[src/hw/rtl/ttig_pkg.sv]
`timescale 1ns / 1ps

package ttig_pkg;

    // Default configuration of the generator.
    localparam int MAX_AXES_DEF   = 7;
    localparam int DIM_BITS_DEF   = 16;
    localparam int INDEX_BITS_DEF = 32;

    // Widths fixed by the register map and the result fields.
    localparam int OUT_W      = 32;
    localparam int STATUS_W   = 3;
    localparam int APB_DATA_W = 64;
    localparam int APB_ADDR_W = 5;

    // Result status codes.
    localparam logic [STATUS_W-1:0] STATUS_OK        = 3'd0;
    localparam logic [STATUS_W-1:0] STATUS_BAD_COUNT = 3'd1;
    localparam logic [STATUS_W-1:0] STATUS_BAD_PERM  = 3'd2;
    localparam logic [STATUS_W-1:0] STATUS_EMPTY     = 3'd3;
    localparam logic [STATUS_W-1:0] STATUS_TOO_LARGE = 3'd4;

    // Register indexes (byte address is 8 times the index).
    localparam logic [1:0] REG_AXIS_COUNT = 2'd0;
    localparam logic [1:0] REG_PERM       = 2'd1;
    localparam logic [1:0] REG_DIMS_LOW   = 2'd2;
    localparam logic [1:0] REG_DIMS_HIGH  = 2'd3;

    // Register reset values.
    localparam logic [2:0]  AXIS_COUNT_RST = 3'd2;
    localparam logic [20:0] PERM_RST       = 21'd1754760;
    localparam logic [63:0] DIMS_LOW_RST   = 64'd281479271743489;
    localparam logic [47:0] DIMS_HIGH_RST  = 48'd4295032833;

    typedef struct packed {
        logic [2:0]  axis_count;
        logic [20:0] perm_packed;
        logic [63:0] out_dims_low;
        logic [47:0] out_dims_high;
    } t_cfg;

    typedef struct packed {
        logic restart;
    } t_req;

    typedef struct packed {
        logic [OUT_W-1:0]    source_index;
        logic [OUT_W-1:0]    dest_index;
        logic                last_element;
        logic [STATUS_W-1:0] status;
    } t_result;

endpackage

[src/hw/rtl/ttig_front.sv]
`timescale 1ns / 1ps

module ttig_front (
    input  logic          i_clk,
    input  logic          i_rst_n,
    input  logic          i_push,
    input  logic          i_restart,
    output logic          o_full,
    output logic          o_req_valid,
    output ttig_pkg::t_req o_req,
    input  logic          i_req_pop
);
    import ttig_pkg::*;

    // Two-entry request queue between the port and the walk engine.
    t_req       r_mem [2];
    logic       r_wptr, n_wptr;
    logic       r_rptr, n_rptr;
    logic [1:0] r_count, n_count;
    logic       wr_en, rd_en;

    assign o_full      = (r_count == 2'd2);
    assign o_req_valid = (r_count != 2'd0);
    assign o_req       = r_mem[r_rptr];
    assign wr_en       = i_push && !o_full;
    assign rd_en       = i_req_pop && o_req_valid;

    // Pointer and fill bookkeeping.
    always_comb begin
        n_wptr  = r_wptr ^ wr_en;
        n_rptr  = r_rptr ^ rd_en;
        n_count = r_count + {1'b0, wr_en} - {1'b0, rd_en};
    end

    always_ff @(posedge i_clk) begin
        if (!i_rst_n) begin
            r_wptr  <= 1'b0;
            r_rptr  <= 1'b0;
            r_count <= 2'd0;
        end else begin
            r_wptr  <= n_wptr;
            r_rptr  <= n_rptr;
            r_count <= n_count;
        end
    end

    // Each beat is tagged by its restart bit for the engine.
    always_ff @(posedge i_clk) begin
        if (wr_en) begin
            r_mem[r_wptr].restart <= i_restart;
        end
    end

endmodule

[config.mk]
export PLATFORM = sky130hd
export DESIGN_NAME = ttig_front
export DESIGN_NICKNAME = d
export VERILOG_FILES = /design/src/hw/rtl/ttig_pkg.sv /design/src/hw/rtl/ttig_front.sv
export SDC_FILE = /design/constraint.sdc
export NUM_CORES = 1
export LEC_CHECK = 0
export BUFFER_PORTS_ARGS = -buffer_cell sky130_fd_sc_hd__buf_2
export CAP_MARGIN = 20
export CORE_AREA = 2 2 39 41
export DETAILED_ROUTE_END_ITERATION = 10
export DIE_AREA = 0 0 41 43
export GPL_TIMING_DRIVEN = 1
export PLACE_DENSITY = 0.51
export SYNTH_ARGS = -nofsm -noshare
export SYNTH_HDL_FRONTEND = slang
export SYNTH_SLANG_ARGS = --single-unit
[constraint.sdc]
create_clock -name i_clk -period 1.4 [get_ports i_clk]
set_clock_uncertainty 0.05 [all_clocks]
set_input_delay 0.14 -clock i_clk [delete_from_list [all_inputs] [get_ports i_clk]]
set_output_delay 0.14 -clock i_clk [all_outputs]
set_load 0.03 [all_outputs]
==> qor.yml <==
run_status:
  run_status: "finished, violations left"
  violations: "negative setup slack"
floorplan:
  placement_rows: 14
  vertical_die_dimension_um: 43
  design.core.area_um2: 1380
  die_width_um: 41
  num_io_pins: 8
  floorplan.initialDensity: 0.244
  fp.dieArea_um2: 1760
sta:
  timing_worst_slew_pin_value_ps: 136
  maxSlewHeadroom: 0.907
  maximum_clock_frequency_mhz: 681
  hold_violations_final: 0
  final.min_clock_period_ps: 1470
  grt_setup_unrepaired: "true"
  post_route_worst_hold_slack_ps: 31.5
  final.period_utilization: 1.05
  finalMaxSlewViolations: 0
  layout_setup_ws_ps: -67.9
  setup_viol: 2
synthesis:
  synth-seq-area-share: 0.474
  postSynthRegisterBits: 7
  synth_cells: 28
  cell_area_after_synthesis_um2: 338
  unique_masters_post_synth: 15
  synth.yosys.warnings: 0
  syn-num-nets: 37
  synth_area_per_cell_um2: 12.1
power:
  seq_pwr_share: 0.326
  max-vdd-ir-drop_v: 0.000598
  ratio_of_total_power_to_cell_area_nw_per_um2: 1960
  p_comb_frac: 0.480
  power.clock.fraction: 0.193
  total_power_mw: 0.928
  p_leak_nw: 0.219
  switching_share: 0.336
  cell_internal_pwr_mw: 0.616
  power.net_switching_mw: 0.312
clock_tree:
  cts_buffers: 3
  postCtsSetupBuffers: 0
  clock_tree_from_tritoncts: "done"
  cts_hold_repair.buffers: 0
  cts_sinks: 7
  cts.htree.levels: 1
  clockBufferDepth: 2
  skew_pair_late_insertion_delay_ps: 240
  worst_setup_hold_path_clk_slew_ps: 50
  ctsRootBufferMaster: "clkbuf_4"
global_route:
  globalRouteOverflowTotal: 0
  global_route_wire_length_before_repair_um: 876
  grt_pass1_vias: 250
  number_of_antenna_violations_at_the_first_check_in_global_routing: 0
  groute.usage.overall: 0.0819
  maximum_number_of_pins_on_one_net_before_global_route_repair: 6
min_path:
  min_path_type: "in -> reg"
  min-delay-start: "i_restart"
critical_path:
  crit-reg2reg-launch: "r_count[1]"
  cp-end-kind: "flip-flop"
  criticalPathCategory: "reg -> reg"
  critPathMaxFanout: 4
  worst_ep_arrival_time_ps: 1600
  worst-endpoint-required_ps: 1530
  crit_start: "r_count[1]"
  critical_path.startpoint_type: "flip-flop"
job:
  drv.max_cap_violation_count: 0
final_layout:
  antenna_cells_inserted: 0
  fin_cells: 58
  number_of_nets_at_the_end_of_the_flow: 52
  final_common_cell: "buf_2"
  final_layout_size_suffix_gt1_frac: 0.500
  final_cell_mix: "buf_2, dfxtp_1, buf_4"
  flow.area_growth_from_synthesis_pct: 40.0
  n_fill_cell: 146
  final_core_util: 0.342
detailed_routing:
  detail_route.vias_per_cell: 3.97
  dr.first_iter.drc_count: 1
  num_vias: 230
  finalWirelength_um: 470
  post-route-drc-count: 0
  firstDrtPassIters: 2
  detail_route.wl_per_cell_um: 8.10
  ant_nets: 0
place:
  place_congestion: 0.703
  port_buffers: 7
  place_inst: 54
  dp_hpwl_um: 388
  detailedPlace.worstSlack_ps: -88.0
-- cell families after synthesis --
kind of cell | share of synthesized area
DFF | 0.474
buffers and inverters | 0.0333
xor gates and xnor gates | 0.0667
muxes | 0.0926
and+or+nand+nor | 0.163
adders and majority gates | 0.148
AOI/OAI and AO/OA | 0.0222
-- cells in the mapped netlist, drive strengths merged --
cell type,instances,share of area
nor2b,2,0.044
xnor3,1,0.067
ha,4,0.15
nand2b,1,0.019
o21a,1,0.022
nand2,2,0.022
and2,2,0.037
dfxtp,5,0.30
inv,3,0.033
edfxtp,2,0.18
mux2i,2,0.059
mux2,1,0.033
or2,1,0.019
or2b,1,0.022
-- path summary, 6_finish.rpt --
kind	endpoint	slack, ps	cells past startpoint
setup reg to reg	r_count[1]	-70	7
setup / recovery	r_count[1]	-70	7
hold reg to reg	r_rptr	430	2
hold / removal	r_mem[0]	30	1
-- layout make-up --
cell class	instances	area (um2)	share of cell area
inverters	3	11.3	0.0238
repair buffers	10	60.1	0.127
well taps	16	20.0	0.0423
flip-flops and latches	7	161	0.341
multi-input cells	18	194	0.410
clock buffers	4	26.3	0.0556
-- power groups by stage --
| stage | Clock (mW) | Combinational (mW) | Sequential [mW] |
|---|---|---|---|
| after floorplan | 0 | 0.284 | 0.300 |
| after global placement | 0 | 0.383 | 0.304 |
| after detailed placement | 0 | 0.395 | 0.308 |
| after CTS | 0.187 | 0.398 | 0.304 |
| after global routing | 0.201 | 0.496 | 0.313 |
| final | 0.179 | 0.446 | 0.303 |
-- what timing repair did --
action	4_1_cts	5_1_grt
endpoints found under the setup margin	2	4
pin swaps	1	2
gates resized for setup	0	7
-- through the flow --
step,TNS (ps),area (um2)
after floorplan,-38.4,339
after global placement,-66.8,417
after detailed placement,-120,417
after CTS,-122,443
after global routing,-191,473
final,-74.6,473
-- worst max-delay path, stage by stage, from the launching register on --
cell     delay [ps]
dfxtp_2         330
or2b_1          240
nand2_1          60
ha_1            230
inv_2            70
ha_4            110
xnor3_1         210
nor2b_2         100
-- layer usage --
layer / global-route usage / vias to the layer above / wire length, um / part of all wire
met5: 0 / - / 0 / 0
met4: 0.0400 / 0 / 0 / 0
met3: 0.0785 / 0 / 47 / 0.10
met2: 0.131 / 7 / 273 / 0.58
met1: 0.0592 / 104 / 148 / 0.31
li1: - / 119 / - / -
(Power assumes the default switching activity.)
