`src/hw/rtl/ttig_pkg.sv`:
```
`timescale 1ns / 1ps

package ttig_pkg;

    // Default configuration of the generator.
    localparam int MAX_AXES_DEF   = 7;
    localparam int DIM_BITS_DEF   = 16;
    localparam int INDEX_BITS_DEF = 32;

    // Widths fixed by the register map and the result fields.
    localparam int OUT_W      = 32;
    localparam int STATUS_W   = 3;
    localparam int APB_DATA_W = 64;
    localparam int APB_ADDR_W = 5;

    // Result status codes.
    localparam logic [STATUS_W-1:0] STATUS_OK        = 3'd0;
    localparam logic [STATUS_W-1:0] STATUS_BAD_COUNT = 3'd1;
    localparam logic [STATUS_W-1:0] STATUS_BAD_PERM  = 3'd2;
    localparam logic [STATUS_W-1:0] STATUS_EMPTY     = 3'd3;
    localparam logic [STATUS_W-1:0] STATUS_TOO_LARGE = 3'd4;

    // Register indexes (byte address is 8 times the index).
    localparam logic [1:0] REG_AXIS_COUNT = 2'd0;
    localparam logic [1:0] REG_PERM       = 2'd1;
    localparam logic [1:0] REG_DIMS_LOW   = 2'd2;
    localparam logic [1:0] REG_DIMS_HIGH  = 2'd3;

    // Register reset values.
    localparam logic [2:0]  AXIS_COUNT_RST = 3'd2;
    localparam logic [20:0] PERM_RST       = 21'd1754760;
    localparam logic [63:0] DIMS_LOW_RST   = 64'd281479271743489;
    localparam logic [47:0] DIMS_HIGH_RST  = 48'd4295032833;

    typedef struct packed {
        logic [2:0]  axis_count;
        logic [20:0] perm_packed;
        logic [63:0] out_dims_low;
        logic [47:0] out_dims_high;
    } t_cfg;

    typedef struct packed {
        logic restart;
    } t_req;

    typedef struct packed {
        logic [OUT_W-1:0]    source_index;
        logic [OUT_W-1:0]    dest_index;
        logic                last_element;
        logic [STATUS_W-1:0] status;
    } t_result;

endpackage

```
`src/hw/rtl/ttig_outq.sv`:
```
`timescale 1ns / 1ps

module ttig_outq (
    input  logic              i_clk,
    input  logic              i_rst_n,
    input  logic              i_res_valid,
    input  ttig_pkg::t_result i_res,
    output logic              o_full,
    output logic              o_empty,
    output ttig_pkg::t_result o_res,
    input  logic              i_pop
);
    import ttig_pkg::*;

    // Two-entry result queue so the engine keeps going while a beat waits.
    t_result    r_mem [2];
    logic       r_wptr, r_rptr;
    logic [1:0] r_count;
    logic       wr_en, rd_en;

    assign o_full  = (r_count == 2'd2);
    assign o_empty = (r_count == 2'd0);
    assign o_res   = r_mem[r_rptr];
    assign wr_en   = i_res_valid && !o_full;
    assign rd_en   = i_pop && !o_empty;

    always_ff @(posedge i_clk) begin
        if (!i_rst_n) begin
            r_wptr  <= 1'b0;
            r_rptr  <= 1'b0;
            r_count <= 2'd0;
        end else begin
            r_wptr  <= r_wptr ^ wr_en;
            r_rptr  <= r_rptr ^ rd_en;
            r_count <= r_count + {1'b0, wr_en} - {1'b0, rd_en};
        end
    end

    always_ff @(posedge i_clk) begin
        if (wr_en) begin
            r_mem[r_wptr] <= i_res;
        end
    end

endmodule

```
`config.mk`:
```
export PLATFORM = sky130hd
export DESIGN_NAME = ttig_outq
export DESIGN_NICKNAME = d
export VERILOG_FILES = /design/src/hw/rtl/ttig_pkg.sv /design/src/hw/rtl/ttig_outq.sv
export SDC_FILE = /design/constraint.sdc
export NUM_CORES = 1
export LEC_CHECK = 0
export ABC_AREA = 1
export BUFFER_PORTS_ARGS = -buffer_cell sky130_fd_sc_hd__buf_2
export CAP_MARGIN = 0
export CELL_PAD_IN_SITES_DETAIL_PLACEMENT = 1
export CELL_PAD_IN_SITES_GLOBAL_PLACEMENT = 1
export CORE_MARGIN = 5
export CORE_UTILIZATION = 47
export CTS_CLUSTER_SIZE = 14
export DETAILED_ROUTE_END_ITERATION = 6
export PLACE_DENSITY_LB_ADDON = 0.1
export RECOVER_POWER = 25
export SETUP_SLACK_MARGIN = 0.4
export SLEW_MARGIN = 20
export SYNTH_ARGS = -nofsm -noshare
export SYNTH_HDL_FRONTEND = slang
export SYNTH_SLANG_ARGS = --single-unit
```
`constraint.sdc`:
```
create_clock -name i_clk -period 6.8 [get_ports i_clk]
set_clock_uncertainty 0.2 [all_clocks]
set_input_delay 0.34 -clock i_clk [delete_from_list [all_inputs] [get_ports i_clk]]
set_output_delay 0.34 -clock i_clk [all_outputs]
set_load 0.02 [all_outputs]
```
==> results.tsv <==
stage	metric	value	unit
outcome	outcome	finished, final reports clean	
sta	worstMarginPinSlew	1040	ps
sta	relSlewSlack	30.4	%
clock_tree	cts-htree-levels	4	
synthesis	synthesized_cell_area	5260	um2
clock_tree	clock-sinks	141	
sta	final_max_slew_viol_count	0	
worst_setup_path	worst-setup-path-type	flip-flop to output port	
sta	final.period_utilization	40.3	%
sta	fmax	365	MHz
cells_and_area	area.growth.synth_to_final	39.8	%
worst_setup_path	worst_ep_required_time	6260	ps
sta	tns	0	ps
synthesis	synth_top_area_cell	sky130_fd_sc_hd__edfxtp_1	
clock_tree	clock_buffer_count_from_cts	17	
global_route	grt_first_pass_wirelength	17900	um
synthesis	synth_sequential_area_ratio	79.6	%
die	die_x	116	um
drt	detailroute.via_count	3003	
cells_and_area	finalCoreUtilization	67.5	%
die	design.core.area	10900	um2
drt	detail_route.wl_per_cell	18.7	um
sta	finalWorstPathRequiredPeriod	2740	ps
die	floorplan_die_height	116	um
synthesis	post_synth.cell_area_avg	21.1	um2
clock_tree	clk_pin_slew	60	ps
job	max_cap_viol_count	0	
pwr	power.density_cell_area	389	nW/um2
drt	vias_per_cell	4.80	
worst_setup_path	worst-endpoint-arrival	2200	ps
synthesis	yosysWarningCount	0	
global_route	antenna_found_initial	2	
placed_design	detailed_placement_wirelength_estimate	6600	um
synthesis	post_synth_inst_count	249	
sta	final_setup_violation_count	0	
global_route	globalRoute.totalOverflow	0	
synthesis	synth_fp_nets	325	
global_route	grt_pass1_vias	3357	
clock_tree	clock_buffer_depth	2	
drt	drcViolationCount	0	
min_path	type_of_the_most_critical_hold_path	primary input to flip-flop	
die	io_pins	142	
worst_setup_path	crit_fanout	68	
worst_setup_path	crit_start_category	flip-flop	
clock_tree	cts_tree	yes	
die	starting_density	48.3	%
sta	final-hold-violation-count	0	
pwr	vdd_drop_max	0.235	mV
cells_and_area	fin_nets	547	
placed_design	routabilityCongestion	0.749	
synthesis	synthTopCellsByArea	sky130_fd_sc_hd__edfxtp_1, sky130_fd_sc_hd__mux2_2, sky130_fd_sc_hd__mux2_4	
pwr	p_leak	2.77	nW
drt	antenna_violating_nets_post_route	0	
sta	grt_setup_unrepaired	no	
synthesis	post_synthesis_register_bit_count	141	
clock_tree	insertion_delay	500	ps
worst_setup_path	cp-end-kind	output port	
drt	drtPass1Iterations	4	
synthesis	synth_largest_type_area_fraction	77.7	%
global_route	grt_usage	18.3	%
drt	first_iter_violations	154	
cells_and_area	drive_above_1_share	41.9	%
drt	drt-total-wl	11700	um
die	count_of_standard_cell_rows	38	
placed_design	numPortBuffers	141	
global_route	grt_max_degree	69	
synthesis	netlist-cell-type-count	14	
die	design.die.area	13400	um2
clock_tree	postCtsSetupBuffers	0	
clock_tree	cts.root.buffer_cell	sky130_fd_sc_hd__clkbuf_8	
==> where the power goes <==
part	leakage (nW)	internal, mW	switching, mW
logic	1.18	0.311	0.400
clock network	0.278	0.588	0.335
registers	1.31	1.13	0.0928
==> cells in the mapped netlist <==
library cell and n:
sky130_fd_sc_hd__nand2_1 6, sky130_fd_sc_hd__buf_8 2, sky130_fd_sc_hd__a21oi_1 1, sky130_fd_sc_hd__edfxtp_1 136, sky130_fd_sc_hd__nand3_1 2, sky130_fd_sc_hd__inv_1 10
sky130_fd_sc_hd__mux2_4 20, sky130_fd_sc_hd__buf_2 4, sky130_fd_sc_hd__o21ai_0 1, sky130_fd_sc_hd__nor2_1 8, sky130_fd_sc_hd__mux2_2 48, sky130_fd_sc_hd__dfxtp_1 5
sky130_fd_sc_hd__ha_1 4, sky130_fd_sc_hd__buf_6 2
==> stage by stage <==
stage	instance area [um2]	power (mW)	hold WS, ps	setup WS, ps	cells
after CTS	7390	2.89	225	4030	624
final	7350	2.86	235	4060	626
after global placement	6090	1.91	285	4570	522
after detailed placement	6090	1.93	319	4560	522
after floorplan	5260	1.71	233	3940	249
after global routing	7350	3.00	256	3960	626
==> critical path, cell delays in order (launching register included) <==
cell and delay (ps):
sky130_fd_sc_hd__dfxtp_4 1000, sky130_fd_sc_hd__mux2_2 440, sky130_fd_sc_hd__buf_2 170
==> worst paths after layout <==
check	start	to	slack (ps)	depth (start not counted)
setup / recovery	flip-flop	o_res[28]	4060	2
setup reg to reg	r_count[1]	r_mem[0][13]	4600	4
hold reg to reg	r_rptr	flip-flop	360	2
hold / removal	i_res_valid	r_wptr	230	5
==> placed cells by master (no fill, tap or decap), types with 2 or more instances in the layout <==
master / count
sky130_fd_sc_hd__clkbuf_16: 16
sky130_fd_sc_hd__nor2_1: 8
sky130_fd_sc_hd__ha_1: 2
sky130_fd_sc_hd__edfxtp_1: 136
sky130_fd_sc_hd__clkbuf_1: 36
sky130_fd_sc_hd__ha_4: 2
sky130_fd_sc_hd__bufinv_16: 4
sky130_fd_sc_hd__dfxtp_1: 4
sky130_fd_sc_hd__inv_1: 10
sky130_fd_sc_hd__diode_2: 2
sky130_fd_sc_hd__buf_2: 105
sky130_fd_sc_hd__mux2_2: 48
sky130_fd_sc_hd__dlygate4sd3_1: 70
sky130_fd_sc_hd__nand2_1: 6
sky130_fd_sc_hd__nand3_1: 2
sky130_fd_sc_hd__mux2_4: 20
sky130_fd_sc_hd__clkinv_1: 5
sky130_fd_sc_hd__clkinvlp_4: 3
==> metal layers <==
| metal | vias to the layer above | part of all wire (%) | global-route usage [%] | wire length (um) |
|---|---|---|---|---|
| met3 | 19 | 6.1 | 5.59 | 715 |
| met2 | 109 | 53 | 31.6 | 6240 |
| met4 | 0 | 2.0 | 7.58 | 236 |
| met5 | - | 0 | 0 | 0 |
| met1 | 1463 | 39 | 21.3 | 4530 |
| li1 | 1412 | - | - | - |
==> sequential cells by signal, indices dropped and copies added (netlist names), named ones only <==
name	cells
r_count	2
r_mem	136
r_wptr	1
r_rptr	1
==> layout make-up <==
class	count	area, um2
sequential	141	4190
fill	994	3540
timing repair buffer	211	1360
multi-input combinational	90	988
clock buffer	18	418
clock inverter	14	175
tap	140	175
inverter	10	37.5
antenna	2	5.00
==> timing repair <==
| item | CTS | global route |
|---|---|---|
| gates resized for setup | 0 | 0 |
| hold buffers | 70 | 0 |
| hold endpoints to repair | 141 | 0 |
==> cells by family after synthesis <==
logic type / count (synthesis) / share of synthesized area [%]
compound gates: 2 / 0.190
buf+inv: 18 / 2.09
simple gates: 16 / 1.19
flops: 141 / 79.6
mux: 68 / 16.0
fa+ha+maj: 4 / 0.952
No activity file was read; power rests on OpenSTA's default activity.
